[config.mk]
export PLATFORM = sky130hd
export DESIGN_NAME = kpl_walk
export DESIGN_NICKNAME = d
export VERILOG_FILES = /design/src/rtl/core/kpl_pkg.sv /design/src/rtl/core/kpl_walk.sv
export SDC_FILE = /design/constraint.sdc
export NUM_CORES = 1
export LEC_CHECK = 0
export BUFFER_PORTS_ARGS = -buffer_cell sky130_fd_sc_hd__buf_2
export CAP_MARGIN = 30
export CORE_ASPECT_RATIO = 2
export CORE_MARGIN = 2
export CORE_UTILIZATION = 48
export DETAILED_ROUTE_END_ITERATION = 10
export HOLD_SLACK_MARGIN = 0.12
export PLACE_DENSITY_LB_ADDON = 0.1
export SYNTH_ARGS = -nofsm -noshare
export SYNTH_HDL_FRONTEND = slang
export SYNTH_SLANG_ARGS = --single-unit
[constraint.sdc]
create_clock -name clk -period 4.35 [get_ports clk]
set_clock_uncertainty 0.15 [all_clocks]
set_input_delay 0.2175 -clock clk [delete_from_list [all_inputs] [get_ports clk]]
set_output_delay 0.2175 -clock clk [all_outputs]
set_load 0.05 [all_outputs]
[src/rtl/core/kpl_pkg.sv]
// Shared constants, types and helpers for the keyword prefix lookup block.
`timescale 1ns / 1ps
`default_nettype none
package kpl_pkg;

    // Default sizing
    localparam int MAX_ENTRIES_DEF    = 64;
    localparam int MAX_NAME_BYTES_DEF = 63;

    // Width of the byte position within a table row, addressed by char_pos
    localparam int ROW_POS_W = 6;

    // Item kinds
    localparam logic [1:0] KIND_TABLE_BYTE = 2'd0;
    localparam logic [1:0] KIND_HEADER     = 2'd1;
    localparam logic [1:0] KIND_QUERY      = 2'd2;

    // Lookup status codes
    localparam logic [2:0] ST_EXACT    = 3'd0;
    localparam logic [2:0] ST_ABBREV   = 3'd1;
    localparam logic [2:0] ST_NOTFOUND = 3'd2;
    localparam logic [2:0] ST_AMBIG    = 3'd3;
    localparam logic [2:0] ST_SHORT    = 3'd4;

    // Configuration register indexes
    localparam logic CFG_MIN_ABBREV     = 1'b0;
    localparam logic CFG_ENTRIES_IN_USE = 1'b1;

    // ASCII bounds
    localparam logic [7:0] CHAR_UPPER_A = 8'h41;
    localparam logic [7:0] CHAR_UPPER_Z = 8'h5a;
    localparam logic [7:0] CHAR_LOWER_A = 8'h61;
    localparam logic [7:0] CHAR_LOWER_Z = 8'h7a;
    localparam logic [7:0] CASE_OFFSET  = 8'h20;

    // One lookup result
    typedef struct packed {
        logic [2:0] status;
        logic [5:0] index;
    } result_t;

    function automatic logic is_upper(input logic [7:0] c);
        return (c >= CHAR_UPPER_A) && (c <= CHAR_UPPER_Z);
    endfunction

    function automatic logic is_letter(input logic [7:0] c);
        return is_upper(c) || ((c >= CHAR_LOWER_A) && (c <= CHAR_LOWER_Z));
    endfunction

    function automatic logic [7:0] to_lower(input logic [7:0] c);
        return is_upper(c) ? (c + CASE_OFFSET) : c;
    endfunction

endpackage
`default_nettype wire

[src/rtl/core/kpl_walk.sv]
// Table walk sequencer: byte-serial compare of the name against each entry.
`timescale 1ns / 1ps
`default_nettype none
module kpl_walk #(
    parameter int MAX_ENTRIES    = kpl_pkg::MAX_ENTRIES_DEF,
    parameter int MAX_NAME_BYTES = kpl_pkg::MAX_NAME_BYTES_DEF
) (
    input  wire logic                                     clk,
    input  wire logic                                     rst_n,
    input  wire logic                                     start,
    input  wire logic [$clog2(MAX_NAME_BYTES+1)-1:0]      name_size,
    input  wire logic                                     name_letter,
    input  wire logic [$clog2(MAX_ENTRIES+1)-1:0]         entry_count,
    input  wire logic [5:0]                               min_abbrev,
    output logic [$clog2(MAX_ENTRIES)-1:0]                rd_entry,
    output logic [kpl_pkg::ROW_POS_W-1:0]                 rd_pos,
    output logic [$clog2(MAX_NAME_BYTES)-1:0]             rd_qaddr,
    input  wire logic [7:0]                               rd_byte,
    input  wire logic [15:0]                              rd_val,
    input  wire logic [5:0]                               rd_len,
    input  wire logic [7:0]                               rd_qbyte,
    output logic                                          busy,
    output logic                                          out_valid,
    input  wire logic                                     out_stall,
    output kpl_pkg::result_t                              out_result
);

    localparam int EIDX_W = $clog2(MAX_ENTRIES);
    localparam int CNT_W  = $clog2(MAX_ENTRIES + 1);
    localparam int QA_W   = $clog2(MAX_NAME_BYTES);
    localparam int QL_W   = $clog2(MAX_NAME_BYTES + 1);

    localparam logic [2:0] S_IDLE  = 3'd0;
    localparam logic [2:0] S_START = 3'd1;
    localparam logic [2:0] S_ENTRY = 3'd2;
    localparam logic [2:0] S_CMP   = 3'd3;
    localparam logic [2:0] S_EMIT  = 3'd4;

    logic [2:0]        state_reg, state_next;
    logic [CNT_W-1:0]  ent_reg, ent_next;
    logic [QA_W-1:0]   j_reg, j_next;
    logic [QL_W-1:0]   sz_reg, sz_next;
    logic              letter_reg, letter_next;
    logic              found_reg, found_next;
    logic [EIDX_W-1:0] best_reg, best_next;
    logic [15:0]       best_val_reg, best_val_next;
    kpl_pkg::result_t  res_reg, res_next;
    logic              out_valid_reg, out_valid_next;
    kpl_pkg::result_t  out_res_reg, out_res_next;

    logic [QA_W-1:0]   rd_j;
    logic [7:0]        kbyte;
    logic [6:0]        mini;
    kpl_pkg::result_t  fin_res;

    // Read addresses: first byte on entry, next byte while comparing
    assign rd_j     = (state_reg == S_CMP) ? (j_reg + 1'b1) : '0;
    assign rd_entry = ent_reg[EIDX_W-1:0];
    assign rd_pos   = kpl_pkg::ROW_POS_W'(rd_j);
    assign rd_qaddr = rd_j;

    // Keyword bytes past its length compare as zero
    assign kbyte = (32'(j_reg) < 32'(rd_len)) ? rd_byte : 8'd0;

    // Minimum abbreviation, one more for a non-letter first byte
    assign mini = ((min_abbrev == '0) ? 7'd1 : {1'b0, min_abbrev}) + {6'd0, ~letter_reg};

    // Outcome when the walk ends without an exact match
    always_comb
    begin
        fin_res.status = kpl_pkg::ST_NOTFOUND;
        fin_res.index  = '0;
        if (found_reg)
        begin
            if (32'(sz_reg) < 32'(mini))
            begin
                fin_res.status = kpl_pkg::ST_SHORT;
            end
            else
            begin
                fin_res.status = kpl_pkg::ST_ABBREV;
                fin_res.index  = 6'(best_reg);
            end
        end
    end

    // Sequencer
    always_comb
    begin
        state_next    = state_reg;
        ent_next      = ent_reg;
        j_next        = j_reg;
        sz_next       = sz_reg;
        letter_next   = letter_reg;
        found_next    = found_reg;
        best_next     = best_reg;
        best_val_next = best_val_reg;
        res_next      = res_reg;
        unique case (state_reg)
            S_IDLE:
            begin
                if (start)
                begin
                    sz_next     = name_size;
                    letter_next = name_letter;
                    state_next  = S_START;
                end
            end
            S_START:
            begin
                ent_next   = '0;
                found_next = 1'b0;
                if ((sz_reg == '0) || (32'(sz_reg) >= MAX_NAME_BYTES))
                begin
                    res_next.status = kpl_pkg::ST_NOTFOUND;
                    res_next.index  = '0;
                    state_next      = S_EMIT;
                end
                else
                begin
                    state_next = S_ENTRY;
                end
            end
            S_ENTRY:
            begin
                j_next = '0;
                if (ent_reg == entry_count)
                begin
                    res_next   = fin_res;
                    state_next = S_EMIT;
                end
                else
                begin
                    state_next = S_CMP;
                end
            end
            S_CMP:
            begin
                if (kbyte < rd_qbyte)
                begin
                    // entry sorts before the name: skip it
                    ent_next   = ent_reg + 1'b1;
                    state_next = S_ENTRY;
                end
                else if (kbyte > rd_qbyte)
                begin
                    // past every possible match
                    res_next   = fin_res;
                    state_next = S_EMIT;
                end
                else if ((32'(j_reg) + 1) == 32'(sz_reg))
                begin
                    // name is a prefix of this keyword
                    if (32'(rd_len) == 32'(sz_reg))
                    begin
                        res_next.status = kpl_pkg::ST_EXACT;
                        res_next.index  = 6'(ent_reg);
                        state_next      = S_EMIT;
                    end
                    else if (found_reg && (best_val_reg != rd_val))
                    begin
                        res_next.status = kpl_pkg::ST_AMBIG;
                        res_next.index  = '0;
                        state_next      = S_EMIT;
                    end
                    else
                    begin
                        found_next    = 1'b1;
                        best_next     = ent_reg[EIDX_W-1:0];
                        best_val_next = rd_val;
                        ent_next      = ent_reg + 1'b1;
                        state_next    = S_ENTRY;
                    end
                end
                else
                begin
                    j_next = j_reg + 1'b1;
                end
            end
            S_EMIT:
            begin
                if (!out_valid_reg || !out_stall)
                begin
                    state_next = S_IDLE;
                end
            end
            default:
            begin
                state_next = S_IDLE;
            end
        endcase
    end

    // Output register
    always_comb
    begin
        out_valid_next = out_valid_reg;
        out_res_next   = out_res_reg;
        if (out_valid_reg && !out_stall)
        begin
            out_valid_next = 1'b0;
        end
        if ((state_reg == S_EMIT) && (!out_valid_reg || !out_stall))
        begin
            out_valid_next = 1'b1;
            out_res_next   = res_reg;
        end
    end

    always_ff @(posedge clk or negedge rst_n)
    begin
        if (!rst_n)
        begin
            state_reg     <= S_IDLE;
            found_reg     <= 1'b0;
            out_valid_reg <= 1'b0;
        end
        else
        begin
            state_reg     <= state_next;
            found_reg     <= found_next;
            out_valid_reg <= out_valid_next;
        end
    end

    always_ff @(posedge clk)
    begin
        ent_reg      <= ent_next;
        j_reg        <= j_next;
        sz_reg       <= sz_next;
        letter_reg   <= letter_next;
        best_reg     <= best_next;
        best_val_reg <= best_val_next;
        res_reg      <= res_next;
        out_res_reg  <= out_res_next;
    end

    assign busy       = (state_reg != S_IDLE);
    assign out_valid  = out_valid_reg;
    assign out_result = out_res_reg;

endmodule
`default_nettype wire

==> summary.md <==
| Metric | Value |
|---|---|
| Outcome | `completed` |
| Drt drc | `0` |
| Final worst path period share | `between 90% and 100%` |
| Sequential share of power | `between 30% and 40%` |
| Mapped Cells | `315` |
| Max IR drop VDD | `0.000291 V` |
| Synth Net Count | `399` |
| Met1 Track Usage GR | `24.7%` |
| Routed WL per cell | `15.3 µm` |
| Clk Latency, worst-skew pair | `between 300 and 400 ps` |
| CTS-repair resized insts | `0` |
| Clock Sinks | `between 60 and 70` |
| Port-buffer cells | `90` |
| Die ar. | `between 0.008 and 0.009 mm²` |
| CTS root buf | `clkbuf_16` |
| Worst Path Max Fanout | `9` |
| Layout cell share with drive strength beyond 1 | `~26%` |
| Sw Share | `~36%` |
| Fill cells | `624` |
| Drt via density | `about 5.3` |
| Async S/R FF share, synth | `between 7 and 8%` |
| I/O pin count | `91` |
| Internal power | `1580 µW` |
| GR Util met3 | `under 10%` |
| Initial DRC Count | `about 120` |
| Leak Pwr | `~0.002 µW` |
| Clock Power Share | `between 20% and 30%` |
| Vias in the first global route | `about 2800` |
| GPL Wtd Cong | `about 0.89` |
| Critical Path AT | `3830 ps` |
| Comb power frac | `around 33%` |
| Core Region | `roughly 0.0075 mm²` |
| Worst Path Required | `4160 ps` |
| Die Height | `between 100 and 150 µm` |
| Final nets | `511` |
| Die W | `about 66 µm` |
| Fin crit period | `4020 ps` |
| EDFF count, synth | `60` |
| Vias | `2769` |
| Startpoint Class | `register` |
| Worst Setup End Kind | `register` |
| Multi-input gate area | `0.00159 mm²` |
| Seq/Total Area, Yosys | `between 50% and 60%` |
| Total Wirelength | `about 8 mm` |
| CTS buffer count | `9` |
| Power Density | `about 530 mW/mm²` |
| Max FFs per register | `16` |
| Area Growth Syn to Fin | `28.1%` |
| Worst hold slack | `approximately 180 ps` |
| RSZ-0062 raised after global routing | `no` |
| Hold Vio Cnt, Final | `0` |
| First-pass GRT wire length | `approximately 13 mm` |
| Synth cell types | `47` |
| FMAX | `~250 MHz` |
| ANT nets after route | `0` |
| Antenna violations before repair | `0` |
| Synthesized flop and latch total | `65` |
| Total track usage | `between 20% and 30%` |
| Syn. warnings | `0` |
| Most used DFF post-synth | `edfxtp_1` |
| Register Area | `roughly 0.0019 mm²` |
| Site row count | `45` |
| Grt ovf | `0` |
| CP Class | `register to register` |
| Diodes inserted | `0` |
| CTS tree | `built` |
| Worst-path clk slew | `50 ps` |
| Drt pass-1 iters | `4` |
| Final setup violation count | `0` |
| Pin slew with the least headroom to its limit | `about 790 ps` |
| Starting Density | `about half` |
| Sum Neg Setup Slack | `0 ps` |
| Post-detail-place hpwl | `around 6 mm` |
| Switching Power | `approximately 900 µW` |
| H-tree levels | `3` |
| Hold WC Path Type | `input port to register` |
| Avg Cell Area, Syn | `between 10 and 15 µm²` |
| Max Root-Sink Buffers | `2` |
| Met2 Use GR | `between 30% and 40%` |
| Max_cap viols | `0` |
| Largest net degree at the start of global routing | `24` |
| GRT Max-Usage Layer | `met2` |
| Max-slew violation count | `0` |
| Post-Syn Area | `~0.0037 mm²` |
| Relative slew slack | `47.2%` |
[power by group through the flow]
stage / Sequential [µW] / Combinational, µW / Clock, µW
CTS: 981 / 809 / 702
global route: 999 / 876 / 733
detailed placement: 992 / 786 / 0
floorplan: 1020 / 571 / 0
global placement: 987 / 767 / 0
finish: 982 / 806 / 688
[cells in the mapped netlist (all sizes together) (6+ instances only)]
library cell,number,area [µm²]
edfxtp,60,1800
xnor2,27,236
ha,22,275
nor2,22,82.6
xor2,22,193
a21oi,18,90.1
inv,18,67.6
buf,13,93.8
nand2,12,45.0
nand2b,12,75.1
nand3,12,60.1
a21o,7,52.6
a22o,6,52.6
nand4,6,37.5
nor3,6,35.0
[layout make-up]
class | instances | area share [%]
clock inverter | 5 | 1.19
timing repair buffer | 118 | 15.4
multi-input combinational | 215 | 33.7
clock buffer | 11 | 4.93
tap | 94 | 2.49
inverter | 18 | 1.43
sequential | 65 | 40.8
[path summary, 6_finish.rpt]
| path | startpoint | to | slack, ps | cells after the start |
|---|---|---|---|---|
| setup / recovery | j_reg[1] | res_reg[5] | 330 | 13 |
| hold / removal | min_abbrev[5] | res_reg[8] | 180 | 3 |
| setup reg to reg | j_reg[1] | res_reg[5] | 330 | 13 |
| hold reg to reg | res_reg[5] | out_result[5] | 270 | 0 |
| max in group asynchronous | rst_n | state_reg[1] | 3200 | 3 |
| min in group asynchronous | rst_n | out_valid | 650 | 3 |
[what timing repair did]
action,4_1_cts,5_1_grt
hold buffers,27,0
setup buffers,0,0
endpoints found under the hold margin,31,0
[cells in the final DEF (no fill, tap or decap), types with 4 or more instances in the layout]
cell type / instances
xnor2_1: 27
buf_2: 90
ha_1: 22
inv_1: 18
edfxtp_1: 60
xor2_1: 22
nor3_1: 5
nand4_1: 6
nand2b_1: 12
clkbuf_16: 9
nor2_1: 22
a21oi_1: 18
and3_1: 5
nor4_1: 4
a21o_1: 7
dfrtp_1: 5
nand3_1: 12
dlygate4sd3_1: 27
a22o_1: 6
nand2_1: 12
[metal layers]
layer	share of wire, %	vias to the layer above	routed length (µm)
li1	-	1362	-
met1	41	1297	3270
met2	51	85	4110
met3	4.5	25	360
met4	3.9	0	314
met5	0	-	0
[cell families after synthesis]
kind of cell	after synthesis	share of synthesized area (%)
and+or+nand+nor	91	13.3
adders and majority gates	22	7.48
AOI/OAI and AO/OA	51	9.48
DFF	65	52.3
muxes	1	0.272
buffers and inverters	35	4.79
xor gates and xnor gates	50	12.4
[per-stage QoR]
stage / worst slack, ps / cell area, µm² / power (µW) / instances / util (%)
finish: 325 / 4720 / 2480 / 526 / 63.0
global route: 112 / 4720 / 2610 / 526 / 63.0
CTS: 333 / 4720 / 2490 / 526 / 63.0
detailed placement: 354 / 4160 / 1780 / 483 / 55.5
global placement: 466 / 4160 / 1750 / 483 / 55.5
floorplan: 442 / 3690 / 1590 / 315 / -
[worst max-delay path, cell delays in order (launching register included)]
cell and delay, ps:
edfxtp_1 440, ha_1 310, a21o_1 160, a21o_1 170, a21o_1 170, a21o_1 270, a21oi_1 220, ha_1 270
nand4_1 180, nor2_1 130, a211oi_1 260, nor3_1 150, a31o_1 250, nor2_1 530
No activity file was read; power rests on OpenSTA's default activity.
