<file path="config.mk">
export PLATFORM = sky130hd
export DESIGN_NAME = kpl_query
export DESIGN_NICKNAME = d
export VERILOG_FILES = /design/src/rtl/core/kpl_pkg.sv /design/src/rtl/core/kpl_query.sv
export SDC_FILE = /design/constraint.sdc
export NUM_CORES = 1
export LEC_CHECK = 0
export ABC_AREA = 1
export BUFFER_PORTS_ARGS = -buffer_cell sky130_fd_sc_hd__buf_2
export CORE_ASPECT_RATIO = 1.75
export CORE_UTILIZATION = 45
export DETAILED_ROUTE_END_ITERATION = 10
export GPL_TIMING_DRIVEN = 1
export SYNTH_ARGS = -nofsm -noshare
export SYNTH_HDL_FRONTEND = slang
export SYNTH_SLANG_ARGS = --single-unit
</file>
<file path="constraint.sdc">
create_clock -name clk -period 7.4 [get_ports clk]
set_input_delay 1.85 -clock clk [delete_from_list [all_inputs] [get_ports clk]]
set_output_delay 1.85 -clock clk [all_outputs]
set_load 0.01 [all_outputs]
</file>
<file path="src/rtl/core/kpl_pkg.sv">
// Shared constants, types and helpers for the keyword prefix lookup block.
`timescale 1ns / 1ps
`default_nettype none
package kpl_pkg;

    // Default sizing
    localparam int MAX_ENTRIES_DEF    = 64;
    localparam int MAX_NAME_BYTES_DEF = 63;

    // Width of the byte position within a table row, addressed by char_pos
    localparam int ROW_POS_W = 6;

    // Item kinds
    localparam logic [1:0] KIND_TABLE_BYTE = 2'd0;
    localparam logic [1:0] KIND_HEADER     = 2'd1;
    localparam logic [1:0] KIND_QUERY      = 2'd2;

    // Lookup status codes
    localparam logic [2:0] ST_EXACT    = 3'd0;
    localparam logic [2:0] ST_ABBREV   = 3'd1;
    localparam logic [2:0] ST_NOTFOUND = 3'd2;
    localparam logic [2:0] ST_AMBIG    = 3'd3;
    localparam logic [2:0] ST_SHORT    = 3'd4;

    // Configuration register indexes
    localparam logic CFG_MIN_ABBREV     = 1'b0;
    localparam logic CFG_ENTRIES_IN_USE = 1'b1;

    // ASCII bounds
    localparam logic [7:0] CHAR_UPPER_A = 8'h41;
    localparam logic [7:0] CHAR_UPPER_Z = 8'h5a;
    localparam logic [7:0] CHAR_LOWER_A = 8'h61;
    localparam logic [7:0] CHAR_LOWER_Z = 8'h7a;
    localparam logic [7:0] CASE_OFFSET  = 8'h20;

    // One lookup result
    typedef struct packed {
        logic [2:0] status;
        logic [5:0] index;
    } result_t;

    function automatic logic is_upper(input logic [7:0] c);
        return (c >= CHAR_UPPER_A) && (c <= CHAR_UPPER_Z);
    endfunction

    function automatic logic is_letter(input logic [7:0] c);
        return is_upper(c) || ((c >= CHAR_LOWER_A) && (c <= CHAR_LOWER_Z));
    endfunction

    function automatic logic [7:0] to_lower(input logic [7:0] c);
        return is_upper(c) ? (c + CASE_OFFSET) : c;
    endfunction

endpackage
`default_nettype wire

</file>
<file path="src/rtl/core/kpl_query.sv">
// Query name buffer: lower-cases and stores name bytes, tracks size and first letter.
`timescale 1ns / 1ps
`default_nettype none
module kpl_query #(
    parameter int MAX_NAME_BYTES = kpl_pkg::MAX_NAME_BYTES_DEF
) (
    input  wire logic                                     clk,
    input  wire logic                                     rst_n,
    input  wire logic                                     push,
    input  wire logic                                     last,
    input  wire logic [7:0]                               char_byte,
    input  wire logic [$clog2(MAX_NAME_BYTES)-1:0]        rd_addr,
    output logic [7:0]                                    rd_byte,
    output logic [$clog2(MAX_NAME_BYTES+1)-1:0]           name_size,
    output logic                                          name_letter
);

    localparam int QA_W = $clog2(MAX_NAME_BYTES);
    localparam int QL_W = $clog2(MAX_NAME_BYTES + 1);

    logic [7:0]      qmem [MAX_NAME_BYTES];
    logic [QL_W-1:0] qlen_reg, qlen_next;
    logic [QL_W-1:0] zero_pos_reg, zero_pos_next;
    logic            zero_seen_reg, zero_seen_next;
    logic            letter_reg, letter_next;
    logic            store;
    logic [7:0]      lc_byte;

    assign store   = push && (32'(qlen_reg) < MAX_NAME_BYTES);
    assign lc_byte = kpl_pkg::to_lower(char_byte);

    // Name bookkeeping including the byte now arriving
    always_comb
    begin
        qlen_next      = qlen_reg;
        zero_pos_next  = zero_pos_reg;
        zero_seen_next = zero_seen_reg;
        letter_next    = letter_reg;
        if (push && (qlen_reg == '0))
        begin
            letter_next = kpl_pkg::is_letter(char_byte);
        end
        if (store)
        begin
            qlen_next = qlen_reg + 1'b1;
            if ((lc_byte == 8'd0) && !zero_seen_reg)
            begin
                zero_seen_next = 1'b1;
                zero_pos_next  = qlen_reg;
            end
        end
    end

    // Name ends at its first zero byte
    assign name_size   = zero_seen_next ? zero_pos_next : qlen_next;
    assign name_letter = letter_next;

    always_ff @(posedge clk or negedge rst_n)
    begin
        if (!rst_n)
        begin
            qlen_reg      <= '0;
            zero_pos_reg  <= '0;
            zero_seen_reg <= 1'b0;
            letter_reg    <= 1'b0;
        end
        else if (push && last)
        begin
            qlen_reg      <= '0;
            zero_pos_reg  <= '0;
            zero_seen_reg <= 1'b0;
            letter_reg    <= 1'b0;
        end
        else
        begin
            qlen_reg      <= qlen_next;
            zero_pos_reg  <= zero_pos_next;
            zero_seen_reg <= zero_seen_next;
            letter_reg    <= letter_next;
        end
    end

    // Name byte memory
    always_ff @(posedge clk)
    begin
        if (store)
        begin
            qmem[qlen_reg[QA_W-1:0]] <= lc_byte;
        end
        rd_byte <= qmem[rd_addr];
    end

endmodule
`default_nettype wire

</file>
==> flow_summary.toml, run 1 <==
[run_status]
outcome = "finished clean"

[flow_run]
max_cap_violations = 0

[logic_synthesis]
synthTopCellsByCount = "504 x sky130_fd_sc_hd__edfxtp_1, 337 x sky130_fd_sc_hd__nor2_1, 242 x sky130_fd_sc_hd__o21ai_0"
synth.top_cell.area_share_pct = 70.93
ys_async_sr_fraction_pct = 2.662
syn-num-nets = 1800
yosys.cell_count.top_type = "sky130_fd_sc_hd__edfxtp_1"
yosys.cell_types.count = 32
post_synth_instance_area_mm2 = 0.02134
number_of_flip_flops_and_latches_in_the_synthesized_netlist = 526
synth-edff-count = 504
yosys_warnings = 0
count_of_mapped_cells_out_of_synthesis = 1779
yosys_most_used_dff = "sky130_fd_sc_hd__edfxtp_1"
synthesis.area_per_instance_um2 = 11.99
synth.top_cells.by_area = "sky130_fd_sc_hd__edfxtp_1 71%, sky130_fd_sc_hd__nor2_1 5.9%, sky130_fd_sc_hd__o21ai_0 5.7%, sky130_fd_sc_hd__nand2_1 3.8%, sky130_fd_sc_hd__o22ai_1 3.3%"
synth_sequential_area_ratio_pct = 73.32
synth_area_leader_cell = "sky130_fd_sc_hd__edfxtp_1"

[min_path]
min_delay_path_depth = 4
hp-class = "register to register"
min_to = "zero_pos_reg[4]$_DFF_PN0_"
min-delay-start = "zero_pos_reg[4]$_DFF_PN0_"

[power]
total_power_mw = 6.106
power_density_mw_per_mm2 = 261.1
power.internal_mw = 4.722
largest_voltage_drop_on_the_vdd_net_uv = 249.5
pwr-share-seq_pct = 54.3
combPwrFrac_pct = 7.1
power_switching_mw = 1.384
clock_power_share_pct = 38.7
switching_share_pct = 22.66
power_leakage_nw = 7.844

[floorplanning]
die_area_mm2 = 0.04833
ioPinCount = 33
dieHeight_um = 290.1
die_w_um = 166.6
placeableCoreArea_mm2 = 0.04690
starting_utilization_of_the_core_area_pct = 45.50
rows = 105

[critical_path]
critical_path_at_ns = 3.85
timing.critical_path.fanout_max = 27
r2r_start = "qlen_reg[0]$_DFF_PN0_"
timing.critical_path.from = "char_byte[3]"
criticalPathCategory = "input port to primary output"
required_ns = 5.55
critPathLaunchType = "input port"
end_kind = "primary output"
setup.reg_to_reg.worst_slack_ns = 3.79
ff2ff_path_depth = 6
worstReg2RegEnd = "qmem[57][0]$_DFFE_PP_"

[timing]
finalWorstPathRequiredPeriod_ns = 5.703
timing.final.crit_share_pct = 77.06
max-slew-margin-rel_pct = 19.20
finalMaxSlewViolations = 0
max_slew.worst_pin.slew_ns = 1.212
grt_setup_unrepaired = "false"
setup-violations-final = 0
fin_worst_skew_ns = 0.02232
hold_viol_final = 0
max_freq_mhz = 175.4
setup-tns-final_ns = 0

[drt]
drt_wl_total_mm = 55.83
ant_nets = 0
avgViaCountPerCell = 5.791
wire_per_inst_um = 23.32
num_vias = 13860
drt_drc_violations_left = 0
firstDrtPassIters = 5
initialDrtViolationCount = 1365

[clock_tree]
tritoncts.num_buffers = 44
clockBufferDepth = 3
clkTransAtPathRegs_ns = 0.07
post_cts.repair.setup_buffers = 0
cts-root-buf = "sky130_fd_sc_hd__clkbuf_16"
cts.repair.resized = 0
cts.sinks = 526
clock_insertion_delay_worst_skew_ns = 0.56
cts.htree.levels = 2
cts.hold.buffers_added = 0
cts_tree = "done"

[global_route]
initial_antenna_violation_count = 4
grt_remaining_overflow = 0
gr-max-usage-layer = "met2"
global_route.usage.met2_pct = 42.68
groute.usage.overall_pct = 23.21
met3_capacity_usage_during_global_routing_pct = 1.828
vias_in_the_first_global_route = 13720
globalRouteMet1Util_pct = 27.80
pin_count_of_the_biggest_net_entering_global_routing = 189
grt_first_pass_wirelength_mm = 84.06

[final_layout]
area_growth_pct = 9.587
drive_above_1_share_pct = 7.756
largest_reg_flops = 504
nets = 1793

[place]
finalWeightedCongestion = 0.8339
hpwl_mm = 33.37
io_buffer_count = 32
==> layout by cell type (no fill, tap or decap), types with 7 or more instances in the layout <==
cell type,instances
sky130_fd_sc_hd__o21ai_1,64
sky130_fd_sc_hd__buf_4,22
sky130_fd_sc_hd__buf_2,30
sky130_fd_sc_hd__nand3_1,54
sky130_fd_sc_hd__inv_1,44
sky130_fd_sc_hd__o22ai_1,113
sky130_fd_sc_hd__clkbuf_16,45
sky130_fd_sc_hd__clkinv_1,8
sky130_fd_sc_hd__nor2_1,337
sky130_fd_sc_hd__nand4_1,7
sky130_fd_sc_hd__dfxtp_1,8
sky130_fd_sc_hd__nand2_1,216
sky130_fd_sc_hd__clkinv_2,10
sky130_fd_sc_hd__clkbuf_1,8
sky130_fd_sc_hd__o21ai_0,242
sky130_fd_sc_hd__edfxtp_1,504
sky130_fd_sc_hd__a21oi_1,34
sky130_fd_sc_hd__dfrtp_1,14
sky130_fd_sc_hd__inv_2,8
==> stage by stage <==
stage	util, %	hold slack [ns]	std cells	area (um^2)	worst slack (ns)
6_report	49.86	0.5809	2394	23380	1.697
5_1_grt	49.85	0.6226	2393	23380	1.569
4_1_cts	49.85	0.5824	2393	23380	1.738
3_5_place_dp	46.78	0.5710	2314	21940	1.740
3_3_place_gp	46.78	0.5604	2314	21940	1.816
2_1_floorplan	-	0.5443	1779	21340	1.858
==> cells by family after synthesis <==
| group | share of synthesized area, % |
|---|---|
| XOR/XNOR | 0.08211 |
| adder cells (fa/ha/maj) | 0.1759 |
| buffers and inverters | 3.325 |
| AO/OA/AOI/OAI | 11.47 |
| flip-flops | 73.32 |
| AND/OR/NAND/NOR | 11.63 |
==> how the worst max path moves through the flow <==
stage	slack, ns	endpoint	cells after the start
finish	1.70	name_size[0]	13
detailed placement	1.74	name_size[0]	13
floorplan	1.86	name_size[1]	13
global route	1.57	name_size[0]	13
CTS	1.74	name_size[0]	13
global placement	1.82	name_size[0]	13
==> area by class of cell <==
class	instances	area [um^2]
Timing Repair Buffer	54	346.6
Clock buffer	56	1197
Clock inverter	23	245.2
Multi-Input combinational cell	1089	4991
Tap cell	588	735.7
Inverter	57	220.2
Antenna cell	1	2.502
Fill cell	4078	23520
Sequential cell	526	15650
==> power groups by stage <==
stage	clock (mW)	combinational, mW	sequential (mW)
detailed placement	0	0.433	3.38
floorplan	0	0.246	3.38
global placement	0	0.425	3.38
global route	2.48	0.468	3.31
CTS	2.38	0.433	3.31
finish	2.36	0.432	3.31
==> routing by layer <==
metal | wire, um | vias to the layer above
li1 | - | 6386
met1 | 21290 | 6904
met2 | 29740 | 465
met3 | 2579 | 108
met4 | 2209 | 0
met5 | 0 | -
==> critical path, stage by stage <==
cell	delay [ns]
sky130_fd_sc_hd__buf_2	0.42
sky130_fd_sc_hd__nand3_1	0.13
sky130_fd_sc_hd__nor2_1	0.20
sky130_fd_sc_hd__nand2_1	0.08
sky130_fd_sc_hd__nand2_1	0.14
sky130_fd_sc_hd__nand3_1	0.11
sky130_fd_sc_hd__nand2_2	0.13
sky130_fd_sc_hd__nand2_1	0.11
sky130_fd_sc_hd__nor2_4	0.16
sky130_fd_sc_hd__nand3_1	0.12
sky130_fd_sc_hd__nand3_1	0.10
sky130_fd_sc_hd__nand2_1	0.10
sky130_fd_sc_hd__buf_2	0.16
Power figures use the tool's default switching activity.
==> run 2: changes to the inputs <==
==> constraint.sdc (replaced) <==
create_clock -name clk -period 5.4 [get_ports clk]
set_input_delay 1.35 -clock clk [delete_from_list [all_inputs] [get_ports clk]]
set_output_delay 1.35 -clock clk [all_outputs]
set_load 0.01 [all_outputs]
==> run 2 against run 1 <==
Compared with the run above:
- first-iteration DRC count shrank 10%
- sequential power grew 37%
- largest power group unchanged
- via count about the same
- die area is the same
- critical path type unchanged
- register-to-register slack worse by 1.8 ns
- wire length up 0.58%
- non-clock buffer count up 19
==> flow_summary.toml, run 2 (same netlist as run 1, synthesis figures left out) <==
[clock_tree]
clkTransAtPathRegs_ns = 0.07
clockBufferDepth = 3
clock_insertion_delay_worst_skew_ns = 0.56
cts.hold.buffers_added = 0
cts-root-buf = "sky130_fd_sc_hd__clkbuf_16"
tritoncts.num_buffers = 44
cts.htree.levels = 2
cts.sinks = 526
cts_tree = "done"
post_cts.repair.setup_buffers = 0
cts.repair.resized = 0

[global_route]
grt_remaining_overflow = 0
grt_first_pass_wirelength_mm = 84.39
pin_count_of_the_biggest_net_entering_global_routing = 129
vias_in_the_first_global_route = 13690
groute.usage.overall_pct = 23.34
initial_antenna_violation_count = 4

[timing]
max_slew.worst_pin.slew_ns = 1.231
finalWorstPathRequiredPeriod_ns = 4.580
setup-violations-final = 0
fin_worst_skew_ns = 0.01528
finalMaxSlewViolations = 0
whs_ns = 0.6384
setup-tns-final_ns = 0
hold_viol_final = 0
timing.final.crit_share_pct = 84.82
max-slew-margin-rel_pct = 17.28
max_freq_mhz = 218.3
grt_setup_unrepaired = "false"

[floorplanning]
placeableCoreArea_mm2 = 0.04690
die_w_um = 166.6
die_area_mm2 = 0.04833
rows = 105
dieHeight_um = 290.1
starting_utilization_of_the_core_area_pct = 45.50
ioPinCount = 33

[final_layout]
drive_above_1_share_pct = 8.388
largest_reg_flops = 504
most_frequent_cells_in_the_layout = "504 x sky130_fd_sc_hd__edfxtp_1, 337 x sky130_fd_sc_hd__nor2_1, 242 x sky130_fd_sc_hd__o21ai_0"
final_cells = 2415
number_of_fill_cells = 3957
area_growth_pct = 10.41
finalCoreUtilization_pct = 50.23
nets = 1812
layout.cell_area.non_filler_mm2 = 0.02356
mostFrequentLayoutCell = "sky130_fd_sc_hd__edfxtp_1"

[drt]
drt-met1-wl_mm = 21.41
firstDrtPassIters = 6
drt_drc_violations_left = 0
ant_nets = 0
drt_wl_total_mm = 56.15
initialDrtViolationCount = 1222
top_signal_layer_used = "met4"
routed-wl-met3_mm = 2.547
avgViaCountPerCell = 5.746
wire_per_inst_um = 23.25
num_vias = 13880
wl_met2_mm = 29.46

[place]
place_area_mm2 = 0.02217
numPlacedInstances = 2333
hpwl_mm = 33.67
finalWeightedCongestion = 0.8316
io_buffer_count = 32

[critical_path]
r2r_start = "qlen_reg[0]$_DFF_PN0_"
ff2ff_path_depth = 7
setup.reg_to_reg.worst_slack_ns = 2.04
timing.critical_path.fanout_max = 8
worstReg2RegEnd = "qmem[56][1]$_DFFE_PP_"
end_of_the_critical_path = "name_size[0]"
end_kind = "primary output"
critical_path_at_ns = 3.23
critPathLaunchType = "input port"
timing.critical_path.from = "char_byte[1]"
criticalPathCategory = "input port to primary output"
required_ns = 4.05

[run_status]
outcome = "finished clean"

[power]
largest_voltage_drop_on_the_vdd_net_uv = 335.4
power_leakage_nw = 7.951
power_density_mw_per_mm2 = 351.0

[flow_run]
max_cap_violations = 0

[min_path]
hp-class = "register to register"
-- run 2: area by class of cell --
| cell class | instances | area (um^2) | share of cell area (%) |
|---|---|---|---|
| repair buffers | 73 | 576.8 | 2.448 |
| clock inverters | 19 | 150.1 | 0.6373 |
| inverters | 57 | 220.2 | 0.9347 |
| clock buffers | 60 | 1234 | 5.236 |
| diodes | 3 | 7.507 | 0.03186 |
| flip-flops and latches | 526 | 15650 | 66.40 |
| well taps | 588 | 735.7 | 3.123 |
| multi-input cells | 1089 | 4991 | 21.18 |
-- run 2: per-stage QoR --
stage               setup slack [ns]  power, mW
floorplan                     0.8577      4.963
global placement              0.8382      5.229
detailed placement            0.7911      5.237
CTS                           0.7929      8.311
global route                  0.6854      8.488
finish                        0.8195      8.270
-- run 2: how the worst min path moves through the flow --
stage | to | startpoint | cells after the start
2_1_floorplan | zero_pos_reg[0]$_DFF_PN0_ | zero_pos_reg[0]$_DFF_PN0_ | 4
3_3_place_gp | zero_pos_reg[1]$_DFF_PN0_ | zero_pos_reg[1]$_DFF_PN0_ | 4
3_5_place_dp | zero_pos_reg[3]$_DFF_PN0_ | zero_pos_reg[3]$_DFF_PN0_ | 4
4_1_cts | zero_pos_reg[3]$_DFF_PN0_ | zero_pos_reg[3]$_DFF_PN0_ | 4
5_1_grt | zero_pos_reg[3]$_DFF_PN0_ | zero_pos_reg[3]$_DFF_PN0_ | 4
6_report | zero_pos_reg[3]$_DFF_PN0_ | zero_pos_reg[3]$_DFF_PN0_ | 4
-- run 2: layer usage --
layer | GRT usage (%) | up-vias
li1 | - | 6430
met5 | 0 | -
met2 | 41.89 | 443
met1 | 27.73 | 6884
met3 | 2.141 | 119
met4 | 12.10 | 0
-- run 2: worst max-delay path: stages --
cell and delay, ns:
sky130_fd_sc_hd__buf_2 0.21, sky130_fd_sc_hd__nor2_1 0.09, sky130_fd_sc_hd__nor2_1 0.35, sky130_fd_sc_hd__nand2_1 0.10, sky130_fd_sc_hd__nand2_1 0.07, sky130_fd_sc_hd__nand2_1 0.08
sky130_fd_sc_hd__a21oi_1 0.21, sky130_fd_sc_hd__nand2_1 0.13, sky130_fd_sc_hd__nor2_4 0.16, sky130_fd_sc_hd__nand3_1 0.12, sky130_fd_sc_hd__nand3_1 0.10, sky130_fd_sc_hd__nand2_1 0.09
sky130_fd_sc_hd__buf_2 0.16
-- run 2: power breakdown --
part	switching, mW	internal [mW]	total, mW	leakage, nW
Combinational	0.456	0.153	0.609	2.48
Clock	1.42	1.70	3.12	0.681
Sequential	0.0192	4.52	4.54	4.79
Total	1.90	6.37	8.27	7.95
